`config.mk`:
```
export PLATFORM = sky130hd
export DESIGN_NAME = binary_curve_point_adder_unit
export DESIGN_NICKNAME = d
export VERILOG_FILES = /design/src/hdl/bcpa_pkg.sv /design/src/hdl/binary_curve_point_adder_unit.sv /design/src/hdl/bcpa_ctrl.sv /design/src/hdl/bcpa_datapath.sv
export VERILOG_INCLUDE_DIRS = /design/src /design/src/hdl
export SDC_FILE = /design/constraint.sdc
export NUM_CORES = 2
export LEC_CHECK = 0
export ABC_AREA = 1
export BUFFER_PORTS_ARGS = -buffer_cell sky130_fd_sc_hd__clkbuf_2
export CORE_AREA = 2 2 316 286
export CTS_CLUSTER_DIAMETER = 80
export DETAILED_ROUTE_END_ITERATION = 12
export DIE_AREA = 0 0 318 288
export PLACE_DENSITY_LB_ADDON = 0.15
export SETUP_SLACK_MARGIN = 0.2
export SLEW_MARGIN = 10
export SYNTH_ARGS = -nofsm -noshare
export SYNTH_HDL_FRONTEND = slang
export SYNTH_SLANG_ARGS = --single-unit
export TNS_END_PERCENT = 20
```
`constraint.sdc`:
```
create_clock -name clk_i -period 17.57 [get_ports clk_i]
set_input_delay 0.8785 -clock clk_i [delete_from_list [all_inputs] [get_ports clk_i]]
set_output_delay 0.8785 -clock clk_i [all_outputs]
set_load 0.01 [all_outputs]
```
`src/hdl/binary_curve_point_adder_unit_assert.svh`:
```
// Assertion macros for the point adder.
`ifndef BINARY_CURVE_POINT_ADDER_UNIT_ASSERT_SVH
`define BINARY_CURVE_POINT_ADDER_UNIT_ASSERT_SVH

// Same-cycle implication.
`define BCPA_ASSERT_SAME(lbl, ante, cons) \
  lbl: assert property (@(posedge clk_i) disable iff (!rst_ni) (ante) |-> (cons)) \
    else $error("bcpa assertion failed");

// Next-cycle implication.
`define BCPA_ASSERT_NEXT(lbl, ante, cons) \
  lbl: assert property (@(posedge clk_i) disable iff (!rst_ni) (ante) |=> (cons)) \
    else $error("bcpa assertion failed");

`endif

```
`src/hdl/bcpa_pkg.sv`:
```
`default_nettype none
package bcpa_pkg;

  localparam int FIELD_DEGREE = 32;
  localparam int ElemW = FIELD_DEGREE;
  localparam int DegW  = $clog2(FIELD_DEGREE + 1);
  localparam int CntW  = $clog2(FIELD_DEGREE);
  localparam int WordW = 32;

  typedef logic [ElemW-1:0] elem_t;
  typedef logic [WordW-1:0] word_t;

  localparam logic CFG_POLY = 1'b0;
  localparam logic CFG_A    = 1'b1;

  localparam logic [1:0] PH_1 = 2'd0;
  localparam logic [1:0] PH_2 = 2'd1;
  localparam logic [1:0] PH_3 = 2'd2;
  localparam logic [1:0] PH_4 = 2'd3;

  typedef enum logic [3:0] {
    OP_NONE,
    OP_LOAD,
    OP_RES_P1,
    OP_RES_P2,
    OP_RES_ZERO,
    OP_INV_INIT,
    OP_INV_STEP,
    OP_MUL_INIT,
    OP_MUL_STEP,
    OP_WB,
    OP_OUT
  } op_e;

  typedef struct packed {
    op_e        op;
    logic [1:0] phase;
  } cmd_t;

  typedef struct packed {
    logic inf1;
    logic inf2;
    logic same_x;
    logic y_eq;
    logic x1_zero;
    logic inv_done;
    logic mul_last;
  } stat_t;

  function automatic elem_t word_to_elem(word_t w);
    logic [63:0] wide;
    wide = 64'(w);
    return wide[ElemW-1:0];
  endfunction

  function automatic word_t elem_to_word(elem_t e);
    logic [63:0] wide;
    wide = 64'(e);
    return wide[WordW-1:0];
  endfunction

endpackage
`default_nettype wire

```
`src/hdl/binary_curve_point_adder_unit.sv`:
```
// Affine point adder for y^2 + xy = x^3 + a*x^2 + b over GF(2^FIELD_DEGREE).
// Slave stream carries one request: both points; (0,0) stands for infinity.
// Master stream returns the sum point, (0,0) for infinity.
// cfg_we_i writes register cfg_idx_i: 0 field polynomial without x^M, 1 curve a.
// Special cases (an infinity operand, opposite points, doubling of x=0) skip
// the arithmetic. Otherwise one extended-Euclid inversion (one reduction,
// swap or degree step per cycle) and three multiplies (four when doubling)
// run on the bit-serial shift-and-add unit.
// One request at a time: s_axis_tready is high only while the block is idle.
// The result sits in an output register, so a stalled receiver holds only
// the finished result; the next request is taken meanwhile but its own result
// waits until the register is free.
// Reset clears the control and loads the two config registers with 141 and 1.
`default_nettype none
module binary_curve_point_adder_unit (
  input  wire logic         clk_i,
  input  wire logic         rst_ni,
  input  wire logic         cfg_we_i,
  input  wire logic         cfg_idx_i,
  input  wire logic [31:0]  cfg_data_i,
  input  wire logic         s_axis_tvalid,
  output logic              s_axis_tready,
  input  wire logic [127:0] s_axis_tdata,  // first_x, first_y, second_x, second_y
  output logic              m_axis_tvalid,
  input  wire logic         m_axis_tready,
  output logic [63:0]       m_axis_tdata   // sum_x, sum_y
);

  bcpa_pkg::cmd_t  cmd;
  bcpa_pkg::stat_t stat;

  bcpa_ctrl u_ctrl (
    .clk_i       (clk_i),
    .rst_ni      (rst_ni),
    .in_valid_i  (s_axis_tvalid),
    .in_ready_o  (s_axis_tready),
    .out_valid_o (m_axis_tvalid),
    .out_ready_i (m_axis_tready),
    .stat_i      (stat),
    .cmd_o       (cmd)
  );

  bcpa_datapath u_dp (
    .clk_i      (clk_i),
    .rst_ni     (rst_ni),
    .cfg_we_i   (cfg_we_i),
    .cfg_idx_i  (cfg_idx_i),
    .cfg_data_i (cfg_data_i),
    .in_data_i  (s_axis_tdata),
    .out_data_o (m_axis_tdata),
    .cmd_i      (cmd),
    .stat_o     (stat)
  );

`include "binary_curve_point_adder_unit_assert.svh"

  `BCPA_ASSERT_NEXT(a_busy_after_req, s_axis_tvalid && s_axis_tready, !s_axis_tready)
  `BCPA_ASSERT_SAME(a_no_step_when_done, cmd.op == bcpa_pkg::OP_INV_STEP, !stat.inv_done)
  `BCPA_ASSERT_NEXT(a_out_loads_valid, cmd.op == bcpa_pkg::OP_OUT, m_axis_tvalid)

endmodule
`default_nettype wire

```
`src/hdl/bcpa_ctrl.sv`:
```
`default_nettype none
module bcpa_ctrl (
  input  wire logic           clk_i,
  input  wire logic           rst_ni,
  input  wire logic           in_valid_i,
  output logic                in_ready_o,
  output logic                out_valid_o,
  input  wire logic           out_ready_i,
  input  wire bcpa_pkg::stat_t stat_i,
  output bcpa_pkg::cmd_t      cmd_o
);

  localparam logic [2:0] S_IDLE  = 3'd0;
  localparam logic [2:0] S_CLASS = 3'd1;
  localparam logic [2:0] S_INV   = 3'd2;
  localparam logic [2:0] S_MINIT = 3'd3;
  localparam logic [2:0] S_MUL   = 3'd4;
  localparam logic [2:0] S_WB    = 3'd5;
  localparam logic [2:0] S_DONE  = 3'd6;

  logic [2:0] state_q, state_d;
  logic [1:0] phase_q, phase_d;
  logic       out_valid_q, out_valid_d;

  always_comb begin
    state_d     = state_q;
    phase_d     = phase_q;
    cmd_o.op    = bcpa_pkg::OP_NONE;
    cmd_o.phase = phase_q;
    out_valid_d = out_valid_q & ~out_ready_i;
    unique case (state_q)
      S_IDLE: begin
        if (in_valid_i) begin
          cmd_o.op = bcpa_pkg::OP_LOAD;
          state_d  = S_CLASS;
        end
      end
      S_CLASS: begin
        if (stat_i.inf2) begin
          cmd_o.op = bcpa_pkg::OP_RES_P1;
          state_d  = S_DONE;
        end else if (stat_i.inf1) begin
          cmd_o.op = bcpa_pkg::OP_RES_P2;
          state_d  = S_DONE;
        end else if (stat_i.same_x && (!stat_i.y_eq || stat_i.x1_zero)) begin
          cmd_o.op = bcpa_pkg::OP_RES_ZERO;
          state_d  = S_DONE;
        end else begin
          cmd_o.op = bcpa_pkg::OP_INV_INIT;
          state_d  = S_INV;
        end
      end
      S_INV: begin
        if (stat_i.inv_done) begin
          phase_d = bcpa_pkg::PH_1;
          state_d = S_MINIT;
        end else begin
          cmd_o.op = bcpa_pkg::OP_INV_STEP;
        end
      end
      S_MINIT: begin
        cmd_o.op = bcpa_pkg::OP_MUL_INIT;
        state_d  = S_MUL;
      end
      S_MUL: begin
        cmd_o.op = bcpa_pkg::OP_MUL_STEP;
        if (stat_i.mul_last) state_d = S_WB;
      end
      S_WB: begin
        cmd_o.op = bcpa_pkg::OP_WB;
        if (phase_q == bcpa_pkg::PH_4 ||
            (phase_q == bcpa_pkg::PH_3 && !stat_i.same_x)) begin
          state_d = S_DONE;
        end else begin
          phase_d = phase_q + 2'd1;
          state_d = S_MINIT;
        end
      end
      S_DONE: begin
        if (!out_valid_q || out_ready_i) begin
          cmd_o.op    = bcpa_pkg::OP_OUT;
          out_valid_d = 1'b1;
          state_d     = S_IDLE;
        end
      end
      default: state_d = S_IDLE;
    endcase
  end

  always_ff @(posedge clk_i or negedge rst_ni) begin
    if (!rst_ni) begin
      state_q     <= S_IDLE;
      phase_q     <= bcpa_pkg::PH_1;
      out_valid_q <= 1'b0;
    end else begin
      state_q     <= state_d;
      phase_q     <= phase_d;
      out_valid_q <= out_valid_d;
    end
  end

  assign in_ready_o  = (state_q == S_IDLE);
  assign out_valid_o = out_valid_q;

endmodule
`default_nettype wire

```
`src/hdl/bcpa_datapath.sv`:
```
`default_nettype none
module bcpa_datapath (
  input  wire logic            clk_i,
  input  wire logic            rst_ni,
  input  wire logic            cfg_we_i,
  input  wire logic            cfg_idx_i,
  input  wire bcpa_pkg::word_t cfg_data_i,
  input  wire logic [127:0]    in_data_i,
  output logic [63:0]          out_data_o,
  input  wire bcpa_pkg::cmd_t  cmd_i,
  output bcpa_pkg::stat_t      stat_o
);

  localparam int M = bcpa_pkg::ElemW;

  bcpa_pkg::word_t poly_q, a_q;
  bcpa_pkg::elem_t x1_q, y1_q, x2_q, y2_q, f_q, ca_q;
  bcpa_pkg::elem_t num_q, lam_q, rx_q, ry_q, tmp_q;
  bcpa_pkg::elem_t g1_q, g2_q;
  logic [M:0]          u_q, v_q;
  logic [bcpa_pkg::DegW-1:0] du_q, dv_q;
  bcpa_pkg::elem_t p_q, q_q, acc_q;
  logic [bcpa_pkg::CntW-1:0] cnt_q;
  bcpa_pkg::word_t out_x_q, out_y_q;

  logic [bcpa_pkg::DegW-1:0] shamt;
  logic [M:0]          v_sh;
  bcpa_pkg::elem_t     g_sh, inv_val, sx, acc_nx, p_sel, q_sel;
  logic                same_x;

  assign sx     = x1_q ^ x2_q;
  assign same_x = (x1_q == x2_q);
  assign shamt  = du_q - dv_q;
  assign v_sh   = v_q << shamt;
  assign g_sh   = g2_q << shamt;
  assign inv_val = (u_q == (M+1)'(1)) ? g1_q : '0;

  // MSB-first shift-and-add, reduce on overflow
  assign acc_nx = {acc_q[M-2:0], 1'b0} ^ (acc_q[M-1] ? f_q : '0) ^ (q_q[cnt_q] ? p_q : '0);

  always_comb begin
    p_sel = lam_q;
    q_sel = lam_q;
    case (cmd_i.phase)
      bcpa_pkg::PH_1: begin
        p_sel = inv_val;
        q_sel = num_q;
      end
      bcpa_pkg::PH_2: begin
        p_sel = lam_q;
        q_sel = lam_q;
      end
      bcpa_pkg::PH_3: begin
        p_sel = same_x ? x1_q : lam_q;
        q_sel = same_x ? x1_q : (x1_q ^ rx_q);
      end
      default: begin
        p_sel = lam_q ^ M'(1);
        q_sel = rx_q;
      end
    endcase
  end

  always_ff @(posedge clk_i or negedge rst_ni) begin
    if (!rst_ni) begin
      poly_q <= 32'd141;
      a_q    <= 32'd1;
    end else if (cfg_we_i) begin
      unique case (cfg_idx_i)
        bcpa_pkg::CFG_POLY: poly_q <= cfg_data_i;
        bcpa_pkg::CFG_A:    a_q    <= cfg_data_i;
        default: ;
      endcase
    end
  end

  always_ff @(posedge clk_i) begin
    unique case (cmd_i.op)
      bcpa_pkg::OP_LOAD: begin
        x1_q <= bcpa_pkg::word_to_elem(in_data_i[31:0]);
        y1_q <= bcpa_pkg::word_to_elem(in_data_i[63:32]);
        x2_q <= bcpa_pkg::word_to_elem(in_data_i[95:64]);
        y2_q <= bcpa_pkg::word_to_elem(in_data_i[127:96]);
        f_q  <= bcpa_pkg::word_to_elem(poly_q);
        ca_q <= bcpa_pkg::word_to_elem(a_q);
      end
      bcpa_pkg::OP_RES_P1: begin
        rx_q <= x1_q;
        ry_q <= y1_q;
      end
      bcpa_pkg::OP_RES_P2: begin
        rx_q <= x2_q;
        ry_q <= y2_q;
      end
      bcpa_pkg::OP_RES_ZERO: begin
        rx_q <= '0;
        ry_q <= '0;
      end
      bcpa_pkg::OP_INV_INIT: begin
        u_q   <= {1'b0, same_x ? x1_q : sx};
        v_q   <= {1'b1, f_q};
        num_q <= same_x ? y1_q : (y1_q ^ y2_q);
        g1_q  <= M'(1);
        g2_q  <= '0;
        du_q  <= bcpa_pkg::DegW'(M - 1);
        dv_q  <= bcpa_pkg::DegW'(M);
      end
      bcpa_pkg::OP_INV_STEP: begin
        // degree of u found one bit a cycle; swap when u falls below v
        if (!u_q[du_q]) begin
          du_q <= du_q - 1'b1;
        end else if (du_q < dv_q) begin
          u_q  <= v_q;
          v_q  <= u_q;
          du_q <= dv_q;
          dv_q <= du_q;
          g1_q <= g2_q;
          g2_q <= g1_q;
        end else begin
          u_q  <= u_q ^ v_sh;
          g1_q <= g1_q ^ g_sh;
        end
      end
      bcpa_pkg::OP_MUL_INIT: begin
        p_q   <= p_sel;
        q_q   <= q_sel;
        acc_q <= '0;
        cnt_q <= bcpa_pkg::CntW'(M - 1);
      end
      bcpa_pkg::OP_MUL_STEP: begin
        acc_q <= acc_nx;
        cnt_q <= cnt_q - 1'b1;
      end
      bcpa_pkg::OP_WB: begin
        case (cmd_i.phase)
          bcpa_pkg::PH_1: lam_q <= acc_q ^ (same_x ? x1_q : '0);
          bcpa_pkg::PH_2: rx_q  <= acc_q ^ lam_q ^ ca_q ^ (same_x ? '0 : sx);
          bcpa_pkg::PH_3: begin
            if (same_x) tmp_q <= acc_q;
            else        ry_q  <= acc_q ^ rx_q ^ y1_q;
          end
          default: ry_q <= acc_q ^ tmp_q;
        endcase
      end
      bcpa_pkg::OP_OUT: begin
        out_x_q <= bcpa_pkg::elem_to_word(rx_q);
        out_y_q <= bcpa_pkg::elem_to_word(ry_q);
      end
      default: ;
    endcase
  end

  assign stat_o.inf1     = (x1_q == '0) && (y1_q == '0);
  assign stat_o.inf2     = (x2_q == '0) && (y2_q == '0);
  assign stat_o.same_x   = same_x;
  assign stat_o.y_eq     = (y1_q == y2_q);
  assign stat_o.x1_zero  = (x1_q == '0);
  assign stat_o.inv_done = (u_q == (M+1)'(1)) || (u_q == '0);
  assign stat_o.mul_last = (cnt_q == '0);

  assign out_data_o = {out_y_q, out_x_q};

endmodule
`default_nettype wire
```
==> metrics.md <==
| Metric | Value |
|---|---|
| Status | complete, no violations |
| Reg clk slew, reported paths | roughly 0.060 ns |
| Main synth FF type | edfxtp_1 |
| Drt wl/cell | around 23 um |
| Post-DP Area | 41400 um2 |
| EDFF count, synth | approximately 660 |
| DR iter-0 viols | approximately 4200 |
| Die area | roughly 92000 um2 |
| Nets@finish | 4733 |
| CP Buf/Inv Count | 4 |
| DR vias/cell | 5.66 |
| Post-synth top area share | 50.1% |
| Slowest stage delay, CP | roughly 0.95 ns |
| Fin area | approximately 44000 um2 |
| CTS tree | yes |
| Reg2Reg Capture Point | u_dp.g1_q[30] |
| Critical R2R Launch | u_dp.du_q[0] |
| Setup slack on the worst flop-to-flop path | approximately 12 ns |
| CTS max path bufs | 3 |
| Max Clock Freq | approximately 170 MHz |
| Sequential area share after synthesis | between 50% and 60% |
| N_diodes | 0 |
| Syn Nets | ~4600 |
| Hold Vio Cnt, Final | 0 |
| Worst hold margin | ~0.096 ns |
| Worst-margin pin slew | between 1 and 1.5 ns |
| Netlist cell types | 51 |
| Non-Filler Instances | 5789 |
| DR vias | around 33000 |
| Total congestion overflow | 0 |
| Peak supply drop | about 170 uV |
| Worst hold path type | primary input to asynchronous set/reset pin |
| Largest area contributor in the netlist | edfxtp_1 |
| Post-CTS sizing | 0 |
| RSZ-0062 raised after global routing | no |
| R2R depth | 15 |
| Clk_lat worst skew | roughly 0.66 ns |
| Die width | 318 um |
| Final cycle utilization of the critical path | 33.7% |
| Vias in the first global route | 30489 |
| #FFs+latches synth | roughly 730 |
| Global Route Usage Sum | between 20 and 30% |
| Post-Syn Instances | 4437 |
| Max-slew violation count | 0 |
| Worst Skew | between 0.02 and 0.03 ns |
| Max-cap violations | 0 |
| Synthesized cell area | 39500 um2 |
| Final setup viols | 0 |
| Path type of the worst setup path | register to register |
| Gpl congestion | about 0.95 |
| Core Area | just under 90000 um2 |
| H-tree depth | 3 |
| Most common cell after layout, fill and taps aside | nand2_1 |
| Power Density | 225 nW/um2 |
| Hold Buf Count CTS | 0 |
| Chip height | between 200 and 300 um |
| CTS root buffer | clkbuf_16 |
| Clock sinks | about 730 |
| Fraction of registers with async set/reset | 9.60% |
| Initial antenna violation count | 4 |
| Worst endpoint data arrival time | 6.32 ns |
| Drt pass-1 iters | 6 |
| Max_slew headroom | roughly a quarter |
| Leakage | roughly 19 nW |
| Required time worst endpoint | 17.97 ns |
| Crit path launch type | register |
| Initial Util | 44.5% |
| Rows | around 100 |
| Tot Pwr | roughly 10 mW |
| Most frequent cells in the layout | nand2_1, edfxtp_1, inv_1 |
| Setup bufs post-CTS | 0 |
| Yosys Warn Count | 0 |
| Remaining DRCs | 0 |
| Setup TNS | 0 ns |
| Largest delay share family, worst path | buffers and inverters |
| Layout cells sized above 1 | a little over a tenth |
| Cts bufs inserted | 82 |
| First-pass GRT wire length | about 200000 um |
| IO Pins | 232 |
| CP Max Fanout | a little over 60 |
| Routed WL | ~140000 um |
| Syn_area_per_cell | between 8 and 9 um2 |
| Worst setup EP type | register |
| DP HPWL | about 96000 um |
| Antenna Nets Post-Route | 0 |
| Slowest CP cell | clkinv_1 |
| Min Tclk post-route | 5.92 ns |
| Cells after DPL | about 5600 |
| I/O Buffers | approximately 230 |
| Area delta synth->final | 12.3% |
| Synth area leaders | edfxtp_1, nand2_1, o21ai_0 |
| Largest net degree at the start of global routing | 83 |
| CP Cell Sequence | inv_1 -> ha_2 -> fa_2 -> buf_4 -> clkinv_1 -> buf_4 -> o21ai_0 -> o21ai_0 -> or2_2 -> nand3_1 -> nand2_1 -> nand3_1 -> nand2_1 -> nor2_1 -> nor2_1 |
==> synthesized netlist by cell type (65+ instances only) <==
library cell and instances:
nor2_1 243, nand4_1 155, nand2_1 1211, xnor2_1 88
nand3_1 253, clkbuf_1 136, buf_2 74, dfrtp_1 65
a21oi_1 210, o21ai_0 400, inv_1 448, edfxtp_1 659
xor2_1 178
==> how the worst max path moves through the flow <==
stage,start,end,slack [ns],cells past startpoint
2_1_floorplan,u_ctrl.state_q[1],u_dp.dv_q[0],3.48,8
3_3_place_gp,u_dp.du_q[0],u_dp.g1_q[30],11.88,15
3_5_place_dp,u_dp.du_q[0],u_dp.g1_q[30],11.87,15
4_1_cts,u_dp.du_q[0],u_dp.g1_q[30],11.87,15
5_1_grt,u_dp.du_q[0],u_dp.g1_q[30],11.43,15
6_report,u_dp.du_q[0],u_dp.g1_q[30],11.65,15
==> logic make-up (layout without fill, tap and decap cells) <==
kind of cell,Yosys count,after routing,synth area share (%)
XOR/XNOR,269,269,6.05
AO/OA/AOI/OAI,758,758,10.4
multiplexers,12,12,0.304
AND/OR/NAND/NOR,1936,1936,20.8
flip-flops,729,729,54.6
buffers and inverters,720,906,7.40
adder cells (fa/ha/maj),13,13,0.431
==> layer usage <==
metal / vias to the layer above / track usage, % / routed length, um
met4: 2 / 12.2 / 6310
met2: 1672 / 45.2 / 60200
met3: 262 / 5.40 / 12500
met1: 15600 / 40.7 / 56600
met5: - / 0 / 13
li1: 15203 / - / -
==> where the power goes <==
group	leakage (nW)	switching [mW]	internal [mW]
logic	10.1	3.61	1.34
registers	6.95	0.479	2.70
clock network	1.42	0.741	1.11
==> flip-flops by register name (all words and copies together) (netlist names), 6 cells and up <==
name	cells
u_dp.u_q	33
u_dp.v_q	33
u_dp.a_q	32
u_dp.acc_q	32
u_dp.ca_q	32
u_dp.f_q	32
u_dp.g1_q	32
u_dp.g2_q	32
u_dp.lam_q	32
u_dp.num_q	32
u_dp.out_x_q	32
u_dp.out_y_q	32
u_dp.p_q	32
u_dp.poly_q	32
u_dp.q_q	32
u_dp.rx_q	32
u_dp.ry_q	32
u_dp.tmp_q	32
u_dp.x1_q	32
u_dp.x2_q	32
u_dp.y1_q	32
u_dp.y2_q	32
u_dp.du_q	6
u_dp.dv_q	6
==> final cells by class <==
class,count,area (um2)
clock buffers,103,2300
clock inverters,50,604
fillers,8352,44300
inverters,473,1780
multi-input cells,2988,15100
flip-flops and latches,729,21500
well taps,1166,1460
repair buffers,280,1530
==> worst register-to-register path, stage by stage, from the launching register on <==
cell      delay [ns]
edfxtp_1        0.75
inv_1           0.61
ha_2            0.41
fa_2            0.52
buf_4           0.51
clkinv_1        0.99
buf_4           0.56
o21ai_0         0.33
o21ai_0         0.14
or2_2           0.33
nand3_1         0.10
nand2_1         0.12
nand3_1         0.09
nand2_1         0.06
nor2_1          0.10
nor2_1          0.04
==> per-stage QoR <==
step | worst slack [ns] | util [%]
2_1_floorplan | 3.48 | -
3_5_place_dp | 11.87 | 46.7
3_3_place_gp | 11.88 | 46.7
6_report | 11.65 | 50.0
5_1_grt | 11.43 | 50.0
4_1_cts | 11.87 | 50.0
(Power assumes the default switching activity.)
